## config.mk

```make
export PLATFORM = sky130hd
export DESIGN_NAME = rhh_front
export DESIGN_NICKNAME = d
export VERILOG_FILES = /design/src/design/rhh_pkg.sv /design/src/design/rhh_front.sv
export SDC_FILE = /design/constraint.sdc
export NUM_CORES = 2
export LEC_CHECK = 0
export BUFFER_PORTS_ARGS = -buffer_cell sky130_fd_sc_hd__buf_2
export CORE_MARGIN = 2
export CORE_UTILIZATION = 25
export DETAILED_ROUTE_END_ITERATION = 8
export GPL_TIMING_DRIVEN = 0
export PLACE_DENSITY = 0.44
export SETUP_SLACK_MARGIN = 0.02
export SLEW_MARGIN = 5
export SYNTH_ARGS = -nofsm -noshare
export SYNTH_HDL_FRONTEND = slang
export SYNTH_SLANG_ARGS = --single-unit
```

## constraint.sdc

```tcl
create_clock -name clk -period 31.3 [get_ports clk]
set_input_delay 9.39 -clock clk [delete_from_list [all_inputs] [get_ports clk]]
set_output_delay 9.39 -clock clk [all_outputs]
set_load 0.01 [all_outputs]
```

## src/design/rhh_pkg.sv

```systemverilog
// ----------------------------------------------------------------------------
// Robin Hood hash table package
// Shared codes, beat layouts and hash helpers.
// ----------------------------------------------------------------------------
package rhh_pkg;

    localparam int IN_W  = 72;
    localparam int OUT_W = 64;

    localparam logic [31:0] MIX_C1 = 32'hcc9e2d51;
    localparam logic [31:0] MIX_C2 = 32'h1b873593;
    localparam logic [31:0] MIX_C3 = 32'he6546b64;
    localparam logic [31:0] MIX_C4 = 32'h85ebca6b;
    localparam logic [31:0] MIX_C5 = 32'hc2b2ae35;
    localparam int MIX_ROT_K = 15;
    localparam int MIX_ROT_H = 13;

    localparam logic [1:0] MODE_LOOKUP = 2'd0;
    localparam logic [1:0] MODE_INSERT = 2'd1;
    localparam logic [1:0] MODE_DELETE = 2'd2;
    localparam logic [1:0] MODE_CLEAR  = 2'd3;

    localparam logic [2:0] ST_INSERTED = 3'd0;
    localparam logic [2:0] ST_REPLACED = 3'd1;
    localparam logic [2:0] ST_FOUND    = 3'd2;
    localparam logic [2:0] ST_MISSING  = 3'd3;
    localparam logic [2:0] ST_DELETED  = 3'd4;
    localparam logic [2:0] ST_FULL     = 3'd5;
    localparam logic [2:0] ST_CLEARED  = 3'd6;

    localparam logic REG_HASH_SEED = 1'b0;
    localparam logic REG_SIZE_LOG2 = 1'b1;

    typedef struct packed {
        logic [1:0]  mode;
        logic [31:0] key;
        logic [31:0] value;
        logic [31:0] hash;
    } item_t;

    typedef struct packed {
        logic [2:0]  status;
        logic [31:0] value;
        logic [10:0] count;
        logic        load_high;
        logic [10:0] visited;
    } res_t;

    function automatic logic [31:0] rotl(input logic [31:0] x, input int r);
        rotl = (x << r) | (x >> (32 - r));
    endfunction

    // two thirds of 2^wl, rounded down
    function automatic logic [16:0] load_limit(input logic [4:0] wl);
        case (wl)
            5'd3:    load_limit = 17'd5;
            5'd4:    load_limit = 17'd10;
            5'd5:    load_limit = 17'd21;
            5'd6:    load_limit = 17'd42;
            5'd7:    load_limit = 17'd85;
            5'd8:    load_limit = 17'd170;
            5'd9:    load_limit = 17'd341;
            5'd10:   load_limit = 17'd682;
            5'd11:   load_limit = 17'd1365;
            5'd12:   load_limit = 17'd2730;
            5'd13:   load_limit = 17'd5461;
            5'd14:   load_limit = 17'd10922;
            5'd15:   load_limit = 17'd21845;
            5'd16:   load_limit = 17'd43690;
            default: load_limit = 17'd5;
        endcase
    endfunction

endpackage

```

## src/design/rhh_front.sv

```systemverilog
// ----------------------------------------------------------------------------
// Robin Hood hash table front end
// Accepts operation beats and computes the seeded key hash in four stages.
// ----------------------------------------------------------------------------
module rhh_front
(
    input  logic            clk,
    input  logic            rst_n,
    input  logic            in_valid,
    output logic            in_ready,
    input  logic [1:0]      in_mode,
    input  logic [31:0]     in_key,
    input  logic [31:0]     in_value,
    input  logic [31:0]     seed,
    input  logic            hold,
    output logic            push_valid,
    input  logic            push_ready,
    output rhh_pkg::item_t  push_item
);

    logic [3:0]  v_reg;
    logic [1:0]  mode_reg  [4];
    logic [31:0] key_reg   [4];
    logic [31:0] value_reg [4];
    logic [31:0] k1_reg;
    logic [31:0] k2_reg;
    logic [31:0] h3_reg;
    logic [31:0] h4_reg;
    logic        adv;
    logic [31:0] h_a;
    logic [31:0] h_b;
    logic [31:0] h_c;
    logic [31:0] h_d;

    assign adv      = !v_reg[3] || push_ready;
    assign in_ready = adv && !hold;

    always_comb
    begin
        h_a = rhh_pkg::rotl(seed ^ k2_reg, rhh_pkg::MIX_ROT_H);
        h_b = ((h_a << 2) + h_a + rhh_pkg::MIX_C3) ^ 32'd4;
        h_c = h_b ^ (h_b >> 16);
        h_d = h3_reg ^ (h3_reg >> 13);
    end

    always_ff @(posedge clk or negedge rst_n)
    begin
        if (!rst_n)
        begin
            v_reg <= '0;
        end
        else if (adv)
        begin
            v_reg <= {v_reg[2:0], in_valid && in_ready};
        end
    end

    always_ff @(posedge clk)
    begin
        if (adv)
        begin
            mode_reg[0]  <= in_mode;
            key_reg[0]   <= in_key;
            value_reg[0] <= in_value;
            k1_reg       <= in_key * rhh_pkg::MIX_C1;
            for (int s = 1; s < 4; s++)
            begin
                mode_reg[s]  <= mode_reg[s-1];
                key_reg[s]   <= key_reg[s-1];
                value_reg[s] <= value_reg[s-1];
            end
            k2_reg <= rhh_pkg::rotl(k1_reg, rhh_pkg::MIX_ROT_K) * rhh_pkg::MIX_C2;
            h3_reg <= h_c * rhh_pkg::MIX_C4;
            h4_reg <= h_d * rhh_pkg::MIX_C5;
        end
    end

    assign push_valid      = v_reg[3];
    assign push_item.mode  = mode_reg[3];
    assign push_item.key   = key_reg[3];
    assign push_item.value = value_reg[3];
    assign push_item.hash  = h4_reg ^ (h4_reg >> 16);

endmodule

```

==> impl_metrics.json <==
{
  "status": "finished, final reports clean",
  "post_cts_buffers": 0,
  "htree_levels": 2,
  "start_kind": "input port",
  "ys_seq_area_share_pct": 24.81,
  "clk_pin_slew_ps": 60,
  "drc_errors": 0,
  "crit_type": "in2reg",
  "track_usage_pct": 12.84,
  "portBuffers": 202,
  "drt-pass1-iter-count": 7,
  "ys.flop_type": "edfxtp_1",
  "synth_area_leaders": "fa_1 (31%), edfxtp_1 (25%), ha_1 (21%), inv_1 (9.9%), xnor2_1 (4.1%)",
  "finalHoldViolCount": 0,
  "cts_buffers": 52,
  "drive_above_1_share_pct": 7.729,
  "ys.warnings.count": 0,
  "critPathArrivalTime_ps": 20690,
  "setup-violations-final": 0,
  "slew_headroom_pct": 7.739,
  "cpMostUsedCell": "fa_1",
  "max_freq_ghz": 0.04927,
  "ctsHoldBuffers": 0,
  "insertion_delay_ps": 670,
  "synthArstFlopShare_pct": 1.020,
  "fin_nets": 5956,
  "syn_nets": 5692,
  "antenna_found_initial": 10,
  "cts_buffer_depth": 3,
  "netlist.area_leader.share_pct": 31.02,
  "path_max_fanout": 7,
  "grt_pass1_vias": 30810,
  "syn_area_per_cell_sq_um": 11.72,
  "vias": 27480,
  "synth_common_cells": "inv_1 (1247), ha_1 (813), fa_1 (734)",
  "die_h_microns": 439.3,
  "cts_resized": 0,
  "cts_tree": "built",
  "cap_violations": 0,
  "cts-root-buf": "clkbuf_16",
  "drv_slew": 0,
  "ant_nets": 0,
  "largest_reg_flops": 128,
  "rows": 159,
  "fin_crit_sh_pct": 64.84,
  "gp_congestion": 0.8645,
  "grt_max_degree": 67,
  "fin_crit_ps": 20300,
  "synth.most_common_cell": "inv_1",
  "die-width_microns": 439.3,
  "io_pins": 203,
  "dpl.hpwl_mm": 104.1,
  "drtIter0Drc": 1127,
  "grt_pass1_wl_mm": 185.6,
  "synth_edf_count": 388,
  "min_path_type": "reg2reg",
  "synth_cells": 4042,
  "synth_top_cell_by_area": "fa_1",
  "core_sq_um": 188000,
  "cts_sinks": 392,
  "finalClockSkew_ps": 41.17,
  "max_stage_delay_ps": 820,
  "fp.dieArea_sq_um": 193000,
  "setup_tns_ps": 0,
  "syn_area_sq_um": 47370,
  "ys_seq_elements": 392,
  "syn_to_final_growth_pct": 13.08,
  "required_ps": 31700,
  "start_util_pct": 25.20,
  "wl_mm": 120.0,
  "end_kind": "register",
  "yosysUniqueCellTypes": 67,
  "route.detailed.wl_per_inst_microns": 17.53,
  "routed_via_density": 4.015,
  "rsz0062_at_grt": "no",
  "crit_slowest_cell": "xor2_1",
  "tightestPinTransition_ps": 1374,
  "grt_overflow": 0
}
## critical path, delay by kind of cell
family | cells | cell delay [ps]
xor gates and xnor gates | 14 | 4040
buffers and inverters | 6 | 640
adders and majority gates | 11 | 4570
and+or+nand+nor | 2 | 300
AOI/OAI and AO/OA | 6 | 1710
## cell usage in the layout (no fill, tap or decap), types with 9 or more instances in the layout
cell type  instances
inv_1           1247
ha_1             813
fa_1             734
edfxtp_1         388
xnor2_1          223
buf_2            202
xor2_1           106
a21oi_1          104
nor2_1            73
o21ai_0           56
clkbuf_16         52
nand2_1           40
a21o_1            35
o21bai_1          24
o21a_1            17
nand2b_1          16
buf_4             16
a31oi_1           15
nand3_1           12
nor3_1            12
nor2b_1            9
## cells by family after synthesis
logic type               share of synthesized area, %
adder cells (fa/ha/maj)                         52.50
buffers and inverters                           10.14
flip-flops                                      24.81
XOR/XNOR                                        6.432
AO/OA/AOI/OAI                                   4.015
AND/OR/NAND/NOR                                 2.058
multiplexers                                  0.04754
## routing by layer
metal / up-vias / track usage, % / wire, microns
li1: 13150 / - / -
met1: 13930 / 16.07 / 51890
met2: 285 / 23.50 / 62660
met3: 108 / 1.362 / 2719
met4: 0 / 2.943 / 2700
met5: - / 0 / 0
## final timing paths
path / startpoint / to / slack (ps) / cells past startpoint
min reg2reg: value_reg[2][20] / value_reg[3][20] / 390 / 0
max: seed[19] / h3_reg[31] / 11000 / 39
max in group asynchronous: rst_n / v_reg[1] / 22630 / 1
min: value_reg[2][20] / value_reg[3][20] / 390 / 0
min in group asynchronous: rst_n / v_reg[0] / 8540 / 1
max reg2reg: k2_reg[19] / h3_reg[31] / 19470 / 38
## metrics by stage
step	util, %	setup WS [ps]	instance area (sq um)	cells	hold slack [ps]
2_1_floorplan	-	1030	47370	4042	400.3
3_3_place_gp	27.39	-4411	51500	6739	400.2
3_5_place_dp	27.53	10310	51760	6747	404.5
4_1_cts	28.49	11050	53560	6842	377.8
5_1_grt	28.49	10310	53560	6843	383.7
6_report	28.49	11000	53560	6844	386.8
## final cells by class
cell class,count,area [sq um]
Antenna cell,2,5.005
Buffer,17,127.6
Clock buffer,58,1324
Clock inverter,37,475.5
Fill cell,19620,134400
Inverter,1247,4681
Multi-Input combinational cell,2386,30860
Sequential cell,392,11750
Tap cell,2495,3122
Timing Repair Buffer,210,1219
Power is not shown: default switching activity piles up to over one toggle a cycle in this logic, so the estimate is an artifact.
