## src/design/rhh_pkg.sv

```systemverilog
// ----------------------------------------------------------------------------
// Robin Hood hash table package
// Shared codes, beat layouts and hash helpers.
// ----------------------------------------------------------------------------
package rhh_pkg;

    localparam int IN_W  = 72;
    localparam int OUT_W = 64;

    localparam logic [31:0] MIX_C1 = 32'hcc9e2d51;
    localparam logic [31:0] MIX_C2 = 32'h1b873593;
    localparam logic [31:0] MIX_C3 = 32'he6546b64;
    localparam logic [31:0] MIX_C4 = 32'h85ebca6b;
    localparam logic [31:0] MIX_C5 = 32'hc2b2ae35;
    localparam int MIX_ROT_K = 15;
    localparam int MIX_ROT_H = 13;

    localparam logic [1:0] MODE_LOOKUP = 2'd0;
    localparam logic [1:0] MODE_INSERT = 2'd1;
    localparam logic [1:0] MODE_DELETE = 2'd2;
    localparam logic [1:0] MODE_CLEAR  = 2'd3;

    localparam logic [2:0] ST_INSERTED = 3'd0;
    localparam logic [2:0] ST_REPLACED = 3'd1;
    localparam logic [2:0] ST_FOUND    = 3'd2;
    localparam logic [2:0] ST_MISSING  = 3'd3;
    localparam logic [2:0] ST_DELETED  = 3'd4;
    localparam logic [2:0] ST_FULL     = 3'd5;
    localparam logic [2:0] ST_CLEARED  = 3'd6;

    localparam logic REG_HASH_SEED = 1'b0;
    localparam logic REG_SIZE_LOG2 = 1'b1;

    typedef struct packed {
        logic [1:0]  mode;
        logic [31:0] key;
        logic [31:0] value;
        logic [31:0] hash;
    } item_t;

    typedef struct packed {
        logic [2:0]  status;
        logic [31:0] value;
        logic [10:0] count;
        logic        load_high;
        logic [10:0] visited;
    } res_t;

    function automatic logic [31:0] rotl(input logic [31:0] x, input int r);
        rotl = (x << r) | (x >> (32 - r));
    endfunction

    // two thirds of 2^wl, rounded down
    function automatic logic [16:0] load_limit(input logic [4:0] wl);
        case (wl)
            5'd3:    load_limit = 17'd5;
            5'd4:    load_limit = 17'd10;
            5'd5:    load_limit = 17'd21;
            5'd6:    load_limit = 17'd42;
            5'd7:    load_limit = 17'd85;
            5'd8:    load_limit = 17'd170;
            5'd9:    load_limit = 17'd341;
            5'd10:   load_limit = 17'd682;
            5'd11:   load_limit = 17'd1365;
            5'd12:   load_limit = 17'd2730;
            5'd13:   load_limit = 17'd5461;
            5'd14:   load_limit = 17'd10922;
            5'd15:   load_limit = 17'd21845;
            5'd16:   load_limit = 17'd43690;
            default: load_limit = 17'd5;
        endcase
    endfunction

endpackage

```

## src/design/rhh_queue.sv

```systemverilog
// ----------------------------------------------------------------------------
// Robin Hood hash table operation queue
// Four-entry FIFO between the hashing front end and the table engine.
// ----------------------------------------------------------------------------
module rhh_queue
(
    input  logic            clk,
    input  logic            rst_n,
    input  logic            push_valid,
    output logic            push_ready,
    input  rhh_pkg::item_t  push_item,
    output logic            pop_valid,
    input  logic            pop,
    output rhh_pkg::item_t  pop_item
);

    rhh_pkg::item_t entry_reg [4];
    logic [1:0] wptr_reg;
    logic [1:0] rptr_reg;
    logic [2:0] fill_reg;
    logic       do_push;
    logic       do_pop;

    assign push_ready = fill_reg != 3'd4;
    assign pop_valid  = fill_reg != 3'd0;
    assign pop_item   = entry_reg[rptr_reg];
    assign do_push    = push_valid && push_ready;
    assign do_pop     = pop && pop_valid;

    always_ff @(posedge clk or negedge rst_n)
    begin
        if (!rst_n)
        begin
            wptr_reg <= '0;
            rptr_reg <= '0;
            fill_reg <= '0;
        end
        else
        begin
            if (do_push)
            begin
                wptr_reg <= wptr_reg + 2'd1;
            end
            if (do_pop)
            begin
                rptr_reg <= rptr_reg + 2'd1;
            end
            fill_reg <= fill_reg + {2'd0, do_push} - {2'd0, do_pop};
        end
    end

    always_ff @(posedge clk)
    begin
        if (do_push)
        begin
            entry_reg[wptr_reg] <= push_item;
        end
    end

endmodule

```

## config.mk

```make
export PLATFORM = sky130hd
export DESIGN_NAME = rhh_queue
export DESIGN_NICKNAME = d
export VERILOG_FILES = /design/src/design/rhh_pkg.sv /design/src/design/rhh_queue.sv
export SDC_FILE = /design/constraint.sdc
export NUM_CORES = 1
export LEC_CHECK = 0
export BUFFER_PORTS_ARGS = -buffer_cell sky130_fd_sc_hd__clkbuf_2
export CAP_MARGIN = 20
export CORE_ASPECT_RATIO = 0.9
export CORE_MARGIN = 2
export CORE_UTILIZATION = 50
export CTS_CLUSTER_DIAMETER = 30
export DETAILED_ROUTE_END_ITERATION = 8
export PLACE_DENSITY = 0.76
export SYNTH_ARGS = -nofsm -noshare
export SYNTH_HDL_FRONTEND = slang
export SYNTH_SLANG_ARGS = --single-unit
export TNS_END_PERCENT = 30
```

## constraint.sdc

```tcl
create_clock -name clk -period 3.5 [get_ports clk]
set_input_delay 0 -clock clk [delete_from_list [all_inputs] [get_ports clk]]
set_output_delay 0 -clock clk [all_outputs]
set_load 0.02 [all_outputs]
```

==> qor.csv <==
stage,metric,value,unit
critical_path,Critical Path AT,2490,ps
drt,final wirelength,29200,um
place,DPL Wire Length,15300,um
drt,remaining antenna violation count,0,
floorplanning,initial cell density of the core,50.8,%
drt,via density per instance,5.21,
power_and_ir_drop,Peak VDD IR,692,uV
hold_path,hold path cells,2,
global_route,largest net degree at the start of global routing,78,
final_layout,fill count,1821,
synthesis,Synth area leader,edfxtp_1,
global_route,grt ovf,0,
floorplanning,I/O pin total,202,
power_and_ir_drop,power per standard cell area,947,mW/mm^2
power_and_ir_drop,Psw,0.00555,W
sta,Relative slew margins,50.2,%
sta,TNS Setup,0,ps
floorplanning,die height,167,um
synthesis,"EDFF count, synth",392,
final_layout,Nets,1032,
sta,endpoints failing setup,0,
global_route,vias in the first global route,7912,
synthesis,Synth area leaders,"edfxtp_1, mux4_2, buf_12",
power_and_ir_drop,Int Pwr,0.0131,W
sta,minimum clock period,2490,ps
place,dpl ws,1140,ps
sta,FMAX,402,MHz
sta,Slew @ Worst Pin,746,ps
clock_network,post-CTS sizing,0,
global_route,initial antenna violation count,2,
sta,Max Slew Vio Count,0,
synthesis,most common cell in the netlist,edfxtp_1,
job,maximum capacitance violations,0,
sta,final hold slack,204,ps
drt,# DRC,0,
global_route,first-pass GRT wire length,44900,um
power_and_ir_drop,combinational power share,26.3,%
critical_path,"delay-heaviest family, CP",flip-flops,
final_layout,Syn-to-layout area delta,33.7,%
clock_network,H-Tree Depth,3,
critical_path,Critical Path Start Type,flip-flop,
global_route,total global-route track usage,19.5,%
clock_network,Worst-path clk slew,50,ps
synthesis,post-synthesis sequential area ratio,81.2,%
synthesis,ys async rst share,1.75,%
synthesis,Yosys reg bits,399,
drt,Vias,7194,
synthesis,"Cell Area, Synth",0.0147,mm^2
synthesis,"Distinct cells, synth",21,
floorplanning,Die ar.,0.0308,mm^2
floorplanning,Core Area,0.0289,mm^2
drt,initial DRC count,503,
drt,Avg WL per Cell,21.1,um
critical_path,critical path's slowest cell,dfrtp_4,
sta,"Hold Vio Cnt, Final",0,
final_layout,layout cells sized above 1,44.3,%
critical_path,path depth of the worst reg2reg path,9,
clock_network,worst-case clock buffer depth,3,
place,port bufs,201,
sta,RSZ-0062 raised after global routing,false,
synthesis,syn avg cell area,26.6,um^2
power_and_ir_drop,clock share of power,37.8,%
clock_network,Worst-Skew Late Latency,560,ps
sta,Final Cycle Share,71.0,%
synthesis,Post-Syn Nets,662,
place,final estimated routing congestion in global placement,0.724,
status,status,finished clean,
critical_path,"slowest stage delay, CP",910,ps
synthesis,top_reg_cell synth,edfxtp_1,
synthesis,top post-synthesis cells by count,"edfxtp_1, mux4_2, buf_12, buf_2, dfrtp_1",
critical_path,CP Max Fanout,55,
synthesis,synthesized instance count,553,
final_layout,max reg flops,392,
clock_network,Sink Count,399,
critical_path,"Buf+Inv Stages, Crit Path",2,
drt,DRT Pass-1 Iters,4,
final_layout,sequential cell area,0.0120,mm^2
final_layout,multi-input logic area,0.00249,mm^2
sta,"Worst Setup Slack, final",1010,ps
synthesis,YS warnings,0,
critical_path,CP Cell Sequence,buf_12 > mux4_2 > clkbuf_2,
critical_path,WP depth,3,
power_and_ir_drop,Sequential Power Share,35.8,%
synthesis,Yosys top cell area share,80.0,%
clock_network,Root Buffer,clkbuf_16,
sta,Layout Skew,18.4,ps
clock_network,Num CTS Buffers,73,
critical_path,CP Capture Type,output pin,
critical_path,CP required,3500,ps
floorplanning,die span in x,185,um
power_and_ir_drop,Sw Share,29.8,%
power_and_ir_drop,leakage power,6.99,nW
floorplanning,Rows,59,
clock_network,CTS tree,done,
hold_path,Hold Path Class,input pin to flip-flop,
critical_path,Crit Path Category,flip-flop to output pin,
layout make-up:
cell class                 count  share of cell area, %
multi-input combinational    126                   12.7
tap                          396                   2.52
antenna                        2                 0.0254
clock inverter                50                   3.21
sequential                   399                   60.8
clock buffer                  84                   9.50
inverter                       6                  0.114
timing repair buffer         317                   11.2
final timing paths:
| path | from | end | slack, ps |
|---|---|---|---|
| min reg2reg | wptr_reg[1] | wptr_reg[1] | 600 |
| max reg2reg | fill_reg[1] | fill_reg[2] | 1130 |
| min | push_item[75] | entry_reg[3][75] | 200 |
| max in group asynchronous | rst_n | rptr_reg[0] | 2730 |
| max | rptr_reg[1] | pop_item[20] | 1010 |
| min in group asynchronous | rst_n | fill_reg[2] | 470 |
stage by stage:
stage | area (um^2) | power, W | util, % | cells
global route | 19700 | 0.0194 | 68.0 | 1380
CTS | 19700 | 0.0188 | 68.0 | 1378
global placement | 16100 | 0.0115 | 55.8 | 1142
detailed placement | 16100 | 0.0116 | 55.8 | 1142
finish | 19700 | 0.0186 | 68.0 | 1380
floorplan | 14700 | 0.0103 | - | 553
power groups by stage:
stage	logic [W]	clock network [W]	registers, W
2_1_floorplan	0.00363	0	0.00663
3_5_place_dp	0.00487	0	0.00675
6_report	0.00490	0.00705	0.00667
4_1_cts	0.00500	0.00715	0.00668
5_1_grt	0.00526	0.00741	0.00675
3_3_place_gp	0.00484	0	0.00669
cells by family (layout without fill, tap and decap cells):
group                    after synthesis  after routing  share of synthesized area [%]
buffers and inverters                 28            457                           1.98
adder cells (fa/ha/maj)                7              7                          0.646
multiplexers                          98             98                           15.0
AND/OR/NAND/NOR                       13             13                          0.714
XOR/XNOR                               4              4                          0.238
AO/OA/AOI/OAI                          4              4                          0.221
other                                  0              2                              0
flip-flops                           399            399                           81.2
timing repair:
item	4_1_cts	5_1_grt
hold endpoints to repair	403	0
endpoints found under the setup margin	0	0
hold buffers	102	0
setup buffers	0	0
cell usage in the layout (no fill, tap or decap), drive strengths merged:
cell type,netlist,final
and3b,4,4
buf,22,14
bufinv,0,12
clkbuf,0,285
clkinv,0,22
clkinvlp,0,6
dfrtp,7,7
diode,0,2
dlygate4sd3,0,102
edfxtp,392,392
fa,1,1
ha,6,6
inv,6,16
mux4,98,98
nand2,1,1
nand2b,4,4
nand4bb,2,2
nor3b,1,1
o211ai,2,2
o311ai,1,1
o31a,1,1
or3,1,1
xnor2,3,3
xor2,1,1
layer usage:
metal	global-route usage [%]	up-vias	part of all wire [%]	wire [um]
li1	-	3173	-	-
met1	25.5	3731	41	12000
met2	32.2	255	51	14900
met3	5.18	35	6.4	1880
met4	6.18	0	1.4	411
met5	0	-	0	0
Note: power is estimated with default switching activity, not from simulation.
